--- src/design/reol_pkg.sv ---
// Package for the ring entry offset lookup: field widths, operation codes and sequencer states.
`default_nettype none

package reol_pkg;

  localparam int unsigned HANDLE_W = 32;
  localparam int unsigned LEN_W    = 24;
  localparam int unsigned OFS_W    = 28;

  typedef enum logic {
    FN_ADD  = 1'b0,
    FN_FIND = 1'b1
  } func_t;

  typedef enum logic {
    ST_IDLE = 1'b0,
    ST_WALK = 1'b1
  } state_t;

endpackage : reol_pkg

`default_nettype wire

--- src/design/ring_entry_offset_lookup_unit.sv ---
// Ring of record descriptors with overwrite, and a sequential lookup by character offset.
//
// Use: a request on the in_ channel either adds a descriptor (in_func add) or looks up a
// character offset (in_func find). An add gives no result. A find gives one result on the
// out_ channel: found flag, handle of the record holding the offset and the byte position
// inside it, all zero when the offset lies beyond the data.
// Timing: a find walks the stored lengths from the oldest descriptor onward, one slot per
// cycle, through one adder and comparator and one registered read of the descriptor
// memory. The walk stops at the first slot whose running total exceeds the offset, or
// after the last slot on a miss. in_ready rises again in the cycle the result appears,
// so no new request is taken while a find walks.
// Stalls: the result waits in the output register while out_ready is low, and further
// requests are taken meanwhile; a later find that finishes its walk holds its last slot
// until the register is free.
// Reset: all descriptors read as empty (per-slot valid bits are cleared), the ring is
// empty and both slot pointers return to zero.
`default_nettype none

module ring_entry_offset_lookup_unit
  import reol_pkg::*;
#(
  parameter int unsigned SLOTS = 16
) (
  input  wire logic                clk,
  input  wire logic                rst_n,
  input  wire logic                in_valid,
  output logic                     in_ready,
  input  wire logic                in_func,
  input  wire logic [HANDLE_W-1:0] in_new_handle,
  input  wire logic [LEN_W-1:0]    in_new_size,
  input  wire logic [OFS_W-1:0]    in_char_offset,
  output logic                     out_valid,
  input  wire logic                out_ready,
  output logic                     out_found,
  output logic [HANDLE_W-1:0]      out_found_handle,
  output logic [LEN_W-1:0]         out_byte_within
);

  localparam int unsigned SLOT_W = (SLOTS > 1) ? $clog2(SLOTS) : 1;
  localparam int unsigned SUM_W  = LEN_W + SLOT_W;
  localparam int unsigned CMP_W  = (SUM_W > OFS_W) ? SUM_W : OFS_W;
  localparam logic [SLOT_W-1:0] LAST_SLOT = SLOT_W'(SLOTS - 1);

  // Descriptor memory and per-slot valid bits
  logic [HANDLE_W-1:0] hdl_mem [SLOTS];
  logic [LEN_W-1:0]    len_mem [SLOTS];
  logic [SLOTS-1:0]    vld_r;

  state_t              state_r, state_nxt;
  logic [SLOT_W-1:0]   write_slot_r, write_slot_nxt;
  logic [SLOT_W-1:0]   oldest_slot_r, oldest_slot_nxt;
  logic                ring_full_r, ring_full_nxt;
  logic [SLOT_W-1:0]   idx_r, idx_nxt;
  logic [SLOT_W-1:0]   cnt_r, cnt_nxt;
  logic [CMP_W-1:0]    total_r, total_nxt;
  logic [CMP_W-1:0]    target_r, target_nxt;

  logic [SLOT_W-1:0]   rd_addr;
  logic [HANDLE_W-1:0] rd_hdl_r;
  logic [LEN_W-1:0]    rd_len_r;
  logic                rd_vld_r;

  logic                out_valid_r, out_valid_nxt;
  logic                out_found_r, out_found_nxt;
  logic [HANDLE_W-1:0] out_handle_r, out_handle_nxt;
  logic [LEN_W-1:0]    out_byte_r, out_byte_nxt;

  logic                accept;
  logic                add_we;
  logic [SLOT_W-1:0]   write_next;
  logic [LEN_W-1:0]    cur_len;
  logic [CMP_W-1:0]    sum;
  logic                hit;
  logic                out_free;

  function automatic logic [SLOT_W-1:0] next_slot(input logic [SLOT_W-1:0] s);
    next_slot = (s == LAST_SLOT) ? '0 : s + SLOT_W'(1);
  endfunction

  assign accept     = in_valid && in_ready;
  assign add_we     = accept && (func_t'(in_func) == FN_ADD);
  assign write_next = next_slot(write_slot_r);
  assign cur_len    = rd_vld_r ? rd_len_r : '0;
  assign sum        = total_r + CMP_W'(cur_len);
  assign hit        = sum > target_r;
  assign out_free   = !out_valid_r || out_ready;

  always_ff @(posedge clk) begin
    if (add_we) begin
      hdl_mem[write_slot_r] <= in_new_handle;
      len_mem[write_slot_r] <= in_new_size;
    end
    rd_hdl_r <= hdl_mem[rd_addr];
    rd_len_r <= len_mem[rd_addr];
  end

  always_ff @(posedge clk) begin
    if (!rst_n) begin
      vld_r    <= '0;
      rd_vld_r <= 1'b0;
    end else begin
      if (add_we) begin
        vld_r[write_slot_r] <= 1'b1;
      end
      rd_vld_r <= vld_r[rd_addr];
    end
  end

  always_ff @(posedge clk) begin
    if (!rst_n) begin
      state_r       <= ST_IDLE;
      write_slot_r  <= '0;
      oldest_slot_r <= '0;
      ring_full_r   <= 1'b0;
      out_valid_r   <= 1'b0;
    end else begin
      state_r       <= state_nxt;
      write_slot_r  <= write_slot_nxt;
      oldest_slot_r <= oldest_slot_nxt;
      ring_full_r   <= ring_full_nxt;
      out_valid_r   <= out_valid_nxt;
    end
  end

  always_ff @(posedge clk) begin
    idx_r        <= idx_nxt;
    cnt_r        <= cnt_nxt;
    total_r      <= total_nxt;
    target_r     <= target_nxt;
    out_found_r  <= out_found_nxt;
    out_handle_r <= out_handle_nxt;
    out_byte_r   <= out_byte_nxt;
  end

  always_comb begin
    state_nxt       = state_r;
    write_slot_nxt  = write_slot_r;
    oldest_slot_nxt = oldest_slot_r;
    ring_full_nxt   = ring_full_r;
    idx_nxt         = idx_r;
    cnt_nxt         = cnt_r;
    total_nxt       = total_r;
    target_nxt      = target_r;
    rd_addr         = idx_r;
    out_found_nxt   = out_found_r;
    out_handle_nxt  = out_handle_r;
    out_byte_nxt    = out_byte_r;
    out_valid_nxt   = out_valid_r && !out_ready;
    in_ready        = 1'b0;

    unique case (state_r)
      ST_IDLE: begin
        in_ready = 1'b1;
        rd_addr  = oldest_slot_r;
        if (add_we) begin
          write_slot_nxt = write_next;
          // Once full, the oldest slot tracks the write slot, wrap included.
          if (ring_full_r) begin
            oldest_slot_nxt = write_next;
          end else if (write_next == oldest_slot_r) begin
            ring_full_nxt = 1'b1;
          end
        end else if (accept) begin
          state_nxt  = ST_WALK;
          idx_nxt    = oldest_slot_r;
          cnt_nxt    = '0;
          total_nxt  = '0;
          target_nxt = CMP_W'(in_char_offset);
        end
      end
      ST_WALK: begin
        if (hit || cnt_r == LAST_SLOT) begin
          // The walk has its answer; hold the current slot until the output is free.
          if (out_free) begin
            state_nxt      = ST_IDLE;
            out_valid_nxt  = 1'b1;
            out_found_nxt  = hit;
            out_handle_nxt = hit ? rd_hdl_r : '0;
            out_byte_nxt   = hit ? LEN_W'(target_r - total_r) : '0;
          end
        end else begin
          rd_addr   = next_slot(idx_r);
          idx_nxt   = next_slot(idx_r);
          cnt_nxt   = cnt_r + SLOT_W'(1);
          total_nxt = sum;
        end
      end
      default: begin
        state_nxt = ST_IDLE;
      end
    endcase
  end

  assign out_valid        = out_valid_r;
  assign out_found        = out_found_r;
  assign out_found_handle = out_handle_r;
  assign out_byte_within  = out_byte_r;

`ifndef SYNTHESIS
  a_full_ptrs: assert property (@(posedge clk) disable iff (!rst_n)
    ring_full_r |-> write_slot_r == oldest_slot_r)
    else $error("ring full but write and oldest slots differ");

  a_miss_zero: assert property (@(posedge clk) disable iff (!rst_n)
    (out_valid_r && !out_found_r) |-> (out_handle_r == '0 && out_byte_r == '0))
    else $error("miss result carries non-zero fields");

  a_find_walks: assert property (@(posedge clk) disable iff (!rst_n)
    (accept && func_t'(in_func) == FN_FIND) |=> (state_r == ST_WALK && !in_ready))
    else $error("accepted find did not start a walk");

  a_result_src: assert property (@(posedge clk) disable iff (!rst_n)
    $rose(out_valid_r) |-> $past(state_r) == ST_WALK)
    else $error("result appeared without a walk");

  a_hit_bound: assert property (@(posedge clk) disable iff (!rst_n)
    (out_valid_r && out_found_r && !$stable(out_byte_r)) |-> $past(cur_len) > out_byte_r)
    else $error("byte position exceeds record length");
`endif

endmodule : ring_entry_offset_lookup_unit

`default_nettype wire
--- config.mk ---
export PLATFORM = sky130hd
export DESIGN_NAME = ring_entry_offset_lookup_unit
export DESIGN_NICKNAME = d
export VERILOG_FILES = /design/src/design/reol_pkg.sv /design/src/design/ring_entry_offset_lookup_unit.sv
export SDC_FILE = /design/constraint.sdc
export NUM_CORES = 1
export LEC_CHECK = 0
export BUFFER_PORTS_ARGS = -buffer_cell sky130_fd_sc_hd__buf_2
export CAP_MARGIN = 20
export CORE_UTILIZATION = 35
export CTS_CLUSTER_DIAMETER = 120
export DETAILED_ROUTE_END_ITERATION = 12
export GPL_TIMING_DRIVEN = 0
export PLACE_DENSITY_LB_ADDON = 0.25
export SYNTH_ARGS = -nofsm -noshare
export SYNTH_HDL_FRONTEND = slang
export SYNTH_SLANG_ARGS = --single-unit
--- constraint.sdc ---
create_clock -name clk -period 7.3 [get_ports clk]
set_input_delay 1.46 -clock clk [delete_from_list [all_inputs] [get_ports clk]]
set_output_delay 1.46 -clock clk [all_outputs]
set_load 0.05 [all_outputs]
## Word-level counts from Yosys, hierarchy flattened

Memories as Yosys holds them, arrays and structs flattened. A register that Yosys moved wholly into a read port is not among the register bits.
Cells that the tools add are included.

| word-level totals | value |
|---|---|
| bits in registers | 149 |
| memory bits (writable) | 896 |
| bits of input ports | 89 |
| output and inout port bits | 59 |
| logic and storage cells | 83 |
| memories | 2 |

| cells by class | value |
|---|---|
| $add $sub $neg | 5 |
| order comparisons | 4 |
| eq/ne operators | 7 |
| mux-type cells | 33 |
| bitwise logic cells | 4 |
| reduce and logical (&&, ||, !) cells | 14 |

Memories:

| memory | depth | bits a word | rd ports | clocked after memory_dff | write ports | line | source |
|---|---|---|---|---|---|---|---|
| hdl_mem | 16 | 32 | 1 | 1 | 1 | ring_entry_offset_lookup_unit.sv:45 | `logic [HANDLE_W-1:0] hdl_mem [SLOTS];` |
| len_mem | 16 | 24 | 1 | 1 | 1 | ring_entry_offset_lookup_unit.sv:46 | `logic [LEN_W-1:0] len_mem [SLOTS];` |

Operators with widths:

| operator | count |
|---|---|
| $mux W28 | 3 |
| $pmux W28 S2 | 1 |
| $mux W4 | 8 |
| $add A28 B24 Y28 | 1 |
| $gt A28 B28 Y1 | 1 |
| $mux W24 | 1 |
| $pmux W4 S2 | 3 |
| $sub A24 B24 Y24 | 1 |
| $or A16 B16 Y16 | 1 |
| $mux W1 | 14 |
| $add A4 B1 Y4 const B | 3 |
| $eq A4 B4 Y1 const B | 3 |
| $reduce_and A3 Y1 | 4 |
| $lt A4 B5 Y1 const B | 2 |
| $ne A2 B2 Y1 const B | 3 |
| $bmux W1 S4 | 1 |
| $demux W1 S4 | 1 |
| $eq A4 B4 Y1 | 1 |
| $ge A4 B1 Y1 const B | 1 |
| $logic_and A1 B1 Y1 | 4 |
| $reduce_and A2 Y1 | 2 |
| $not A1 Y1 | 3 |
| $logic_not A1 Y1 | 2 |
| $logic_or A1 B1 Y1 | 2 |
| $pmux W1 S2 | 1 |

## Longest topological paths before layout

| depth | value |
|---|---|
| word-level depth | 8 |
| depth in mapped cells | 31 |
| mapped depth without buffers | 26 |

## Worst setup path before layout

Ideal clock, no wire load.

| path | value |
|---|---|
| path type | input -> register |
| start point | input port in_func |
| end point | memory hdl_mem[0][0], enable pin |
| setup time | 0.541 ns |
| arrival | 6.014 ns |
| data required time | 6.759 ns |
| path slack | 0.745 ns |
| stages on the path | 4 |
| path buffers | 1 |
| cell sequence | nor3b_1 -> clkbuf_1 -> nand2_1 -> nor3_1 |

| between the ends | value |
|---|---|
| word-level cells in the longest chain between the ends | 4 |

RTL lines:

| what | line | source |
|---|---|---|
| start: declaration | ring_entry_offset_lookup_unit.sv:28 | `input wire logic in_func,` |
| $not A1 Y1 | ring_entry_offset_lookup_unit.sv:81 | `assign add_we = accept && (func_t'(in_func) == FN_ADD);` |
| $logic_and A1 B1 Y1 | ring_entry_offset_lookup_unit.sv:81 |  |
| $mux W1 | ring_entry_offset_lookup_unit.sv:89 | `if (add_we) begin` |
| $mux W1 (implied by the code) | ring_entry_offset_lookup_unit.sv:90 | `hdl_mem[write_slot_r] <= in_new_handle;` |
| end: declaration | ring_entry_offset_lookup_unit.sv:45 |  |

Every way passes these cells.

## Worst setup path in the final report

| path | value |
|---|---|
| start point | register rd_vld_r |
| end point | register rd_hdl_r[4] (read register of hdl_mem) |

| between the ends | value |
|---|---|
| word-level cells in the longest chain between the ends | 6 |

RTL lines:

| what | line | source |
|---|---|---|
| start: declaration | ring_entry_offset_lookup_unit.sv:61 | `logic rd_vld_r;` |
| start signal: assignment | ring_entry_offset_lookup_unit.sv:105 | `rd_vld_r <= vld_r[rd_addr];` |
| $mux W24 | ring_entry_offset_lookup_unit.sv:83 | `assign cur_len = rd_vld_r ? rd_len_r : '0;` |
| $add A28 B24 Y28 | ring_entry_offset_lookup_unit.sv:84 | `assign sum = total_r + CMP_W'(cur_len);` |
| via sum[26] | ring_entry_offset_lookup_unit.sv:72 | `logic [CMP_W-1:0] sum;` |
| $gt A28 B28 Y1 | ring_entry_offset_lookup_unit.sv:85 | `assign hit = sum > target_r;` |
| $logic_or A1 B1 Y1 | ring_entry_offset_lookup_unit.sv:172 | `if (hit \|\| cnt_r == LAST_SLOT) begin` |
| $mux W4 | -- |  |
| $pmux W4 S2 | ring_entry_offset_lookup_unit.sv:151 | `unique case (state_r)` |
| end: declaration | ring_entry_offset_lookup_unit.sv:59 | `logic [HANDLE_W-1:0] rd_hdl_r;` |

The timed path passes the listed nets, and every way through them passes these cells.
A chain may end at the register's enable or synchronous reset.

==> impl_metrics.ini <==
[placed_design]
post-place-ws_ps = -833.4
port_buffers = 147
dp.cells = 4821
dpl.hpwl_um = 76130
place_congestion = 0.8032

[sta]
finalClockSkew_ps = 36.20
relSlewSlack_pct = 37.68
fin_crit_sh_pct = 94.41
setup_viol = 0
fin_ws_ps = 407.9
fmaxAchievable_ghz = 0.1451
final-hold-violation-count = 0
period_minus_slack_ps = 6892
slew_violations = 0
tightest_slew_ps = 932.6

[finish]
nNetsFinal = 3380
final_cells = 5039
fill_cells = 11548
syn_to_final_growth_pct = 17.19
fin_util_pct = 41.50
drive_gt1_share_pct = 15.69

[setup_path]
cp_common_cell = and2_1
reg2reg_depth = 29
worstReg2RegEnd = rd_hdl_r[4]
crit_arrival_ps = 7490
critPathMaxFanout = 10
reg2reg_slack_ps = 410
slowest_delay_ps = 590
cpLargestDelayFamily = compound AO/OA/AOI/OAI gates
critPathLaunchType = flip-flop
worstPathRequired_ps = 7900
cp-startpoint = rd_vld_r
setup.worst_path.class = flip-flop to flip-flop
r2r-start = rd_vld_r
crit_slowest_cell = buf_1
cp.buffers_inverters = 5
crit_path_end_kind = flip-flop

[power_and_ir_drop]
total_power_mw = 14.35
ir_drop_mv = 0.1806
cellPowerDensity_nw_per_um2 = 270.2
leakagePower_nw = 18.95

[logic_synthesis]
synth_nets = 3060
synth-seq-cells = 1101
ys_async_sr_fraction_pct = 0
syn-cell-area_um2 = 45330
synthFlopType = edfxtp_1
yosysUniqueCellTypes = 59
synth.avg_cell_area_um2 = 15.70
synth_seq_area_share_pct = 71.08
netlist_instances = 2888
ys_warn_count = 0
synth_edf_count = 1017

[floorplanning]
die_h_um = 361.9
ios = 148
rows = 131
dieArea_um2 = 131000
coreArea_um2 = 128000
fp.dieW_um = 361.9
initial_core_util_pct = 35.41

[clocking]
cts_buffers = 112
cts_root_buf = clkbuf_16
cts.sinks = 1101
insertion_delay_ps = 730
clk_pin_slew_ps = 60
cts_tree = done
h-tree-depth = 3
clockBufferDepth = 3

[detailed_routing]
wl_per_cell_um = 22.28
first_pass_iters = 5
drt_wl_total_um = 112300
antenna_left = 0
drc = 0
drt-initial-drc-count = 1914
vias = 24943
vias_per_cell = 4.950

[grt]
antenna_found_initial = 13
grt-ovfl-total = 0
grt_pass1_wl_um = 164100
grt_usage_pct = 16.98
grt_pass1_vias = 25012
grt_max_degree = 34

[flow_run]
maxCapViolations = 0

[status]
status = finished, final reports clean

[hold_path]
holdPathEnd = vld_r[12]
holdCritStartpoint = vld_r[12]
hp-class = flip-flop to flip-flop
hold_depth = 2
-- per-stage QoR --
step	cell area [um^2]	TNS, ps	hold slack [ps]
after global placement	48230	-1792110	445.3
after detailed placement	49250	-33840	457.6
after floorplan	45330	0	428.5
after global routing	53120	-10.26	482.5
final	53120	0	471.5
after CTS	53040	0	473.4
-- repair_timing --
action / CTS / global route
pin swaps: 1 / 1
endpoints found under the hold margin: 0 / 0
gates resized for setup: 15 / 40
endpoints found under the setup margin: 58 / 57
buffers inserted: 2 / 0
hold buffers: 0 / 0
-- worst max-delay path by stage --
stage,to,depth (start not counted),slack (ps)
floorplan,hdl_mem[0][0],4,740
global placement,hdl_mem[1][6],5,-4150
detailed placement,rd_len_r[7],24,-830
CTS,rd_len_r[9],26,60
global route,rd_len_r[21],27,-10
finish,rd_hdl_r[4],29,410
-- sequential cells by signal, indices dropped and copies added, names as in the netlist, 24 cells and up --
name / count
out_found_handle: 32
target_r: 28
len_mem: 384
hdl_mem: 512
rd_len_r: 24
out_byte_within: 24
total_r: 28
rd_hdl_r: 32
-- where the power goes --
part           leakage (nW)  internal (mW)  switching, mW
sequential             9.91           7.06         0.0570
clock                  1.81           3.32           2.42
combinational          7.23          0.537          0.962
-- cells in the mapped netlist (2+ instances only) --
| master | instances | area share, % |
|---|---|---|
| edfxtp_1 | 1017 | 67 |
| mux2i_1 | 581 | 13 |
| nand2_1 | 240 | 2.0 |
| nor2_1 | 107 | 0.89 |
| and2_1 | 91 | 1.3 |
| a32oi_1 | 90 | 1.7 |
| dfxtp_1 | 84 | 3.7 |
| ha_1 | 81 | 2.2 |
| inv_1 | 67 | 0.55 |
| buf_2 | 57 | 0.63 |
| a21oi_1 | 49 | 0.54 |
| clkbuf_1 | 45 | 0.37 |
| o21ai_1 | 45 | 0.50 |
| nand3_1 | 38 | 0.42 |
| o21ai_0 | 28 | 0.31 |
| xnor2_1 | 28 | 0.54 |
| o211ai_1 | 27 | 0.45 |
| buf_4 | 23 | 0.38 |
| nor3_1 | 22 | 0.24 |
| a21o_1 | 18 | 0.30 |
| xor2_1 | 17 | 0.33 |
| o2111ai_1 | 13 | 0.25 |
| and3_1 | 10 | 0.14 |
| a211oi_1 | 9 | 0.15 |
| nand4_1 | 8 | 0.11 |
| nor2b_1 | 8 | 0.11 |
| o21bai_1 | 8 | 0.13 |
| a31oi_1 | 6 | 0.083 |
| buf_6 | 6 | 0.15 |
| nand2b_1 | 6 | 0.083 |
| nor3b_1 | 6 | 0.099 |
| o21a_1 | 6 | 0.099 |
| a21boi_0 | 4 | 0.066 |
| buf_12 | 4 | 0.18 |
| inv_2 | 4 | 0.033 |
| nor4_1 | 4 | 0.055 |
| a311oi_1 | 3 | 0.058 |
| mux2_2 | 3 | 0.075 |
| fa_1 | 2 | 0.088 |
| nand3b_1 | 2 | 0.033 |
| o31a_1 | 2 | 0.039 |
| o31ai_1 | 2 | 0.033 |
-- cell families (layout without fill, tap and decap cells) --
family	count (synthesis)	count (layout)	share of synthesized area (%)
AO/OA/AOI/OAI	319	319	4.930
XOR/XNOR	45	45	0.8695
adder cells (fa/ha/maj)	83	83	2.324
buffers and inverters	208	628	2.338
flip-flops	1101	1101	71.08
multiplexers	584	584	12.90
other	0	2	0
AND/OR/NAND/NOR	548	548	5.554
-- tightest hold or removal path, delay by kind of cell, from the launching register on --
family / cells / cell delay [ps]
flops: 1 / 320
simple gates: 2 / 120
-- metal layers --
layer,GRT usage (%),vias up,part of all wire [%]
li1,-,11707,-
met1,23.06,12445,46
met2,27.79,597,47
met3,3.188,180,5.0
met4,4.520,14,2.3
met5,0,-,0.080
-- layout make-up --
cell class                 instances  area [um^2]  area share (%)
multi-input combinational       1579        12230           23.02
timing repair buffer             206         1655           3.116
sequential                      1101        32220           60.66
clock buffer                     153         3078           5.794
buffer                           137        865.8           1.630
clock inverter                    61        640.6           1.206
inverter                          71        266.5          0.5017
antenna                            2        5.005        0.009421
tap                             1729         2163           4.072
-- placed cells by master, fill, tap and decap left out, types with 12 or more instances in the layout --
| master | synthesis | final |
|---|---|---|
| nand3_1 | 38 | 38 |
| dfxtp_1 | 84 | 83 |
| a32oi_1 | 90 | 90 |
| o21ai_1 | 45 | 43 |
| nand2_1 | 240 | 240 |
| buf_2 | 57 | 192 |
| clkbuf_1 | 45 | 58 |
| clkbuf_2 | 0 | 16 |
| clkinv_2 | 0 | 18 |
| nor2_1 | 107 | 94 |
| a21oi_1 | 49 | 48 |
| xor2_1 | 17 | 17 |
| nor2_4 | 0 | 13 |
| inv_1 | 67 | 67 |
| buf_4 | 23 | 22 |
| edfxtp_1 | 1017 | 1017 |
| xnor2_1 | 28 | 28 |
| o21ai_0 | 28 | 28 |
| clkbuf_16 | 0 | 113 |
| nor3_1 | 22 | 18 |
| ha_1 | 81 | 81 |
| o211ai_1 | 27 | 27 |
| clkbuf_4 | 0 | 12 |
| buf_6 | 6 | 36 |
| buf_12 | 4 | 29 |
| a21o_1 | 18 | 18 |
| clkinv_1 | 0 | 21 |
| and2_1 | 91 | 91 |
| o2111ai_1 | 13 | 13 |
| mux2i_1 | 581 | 581 |
(Power assumes the default switching activity.)
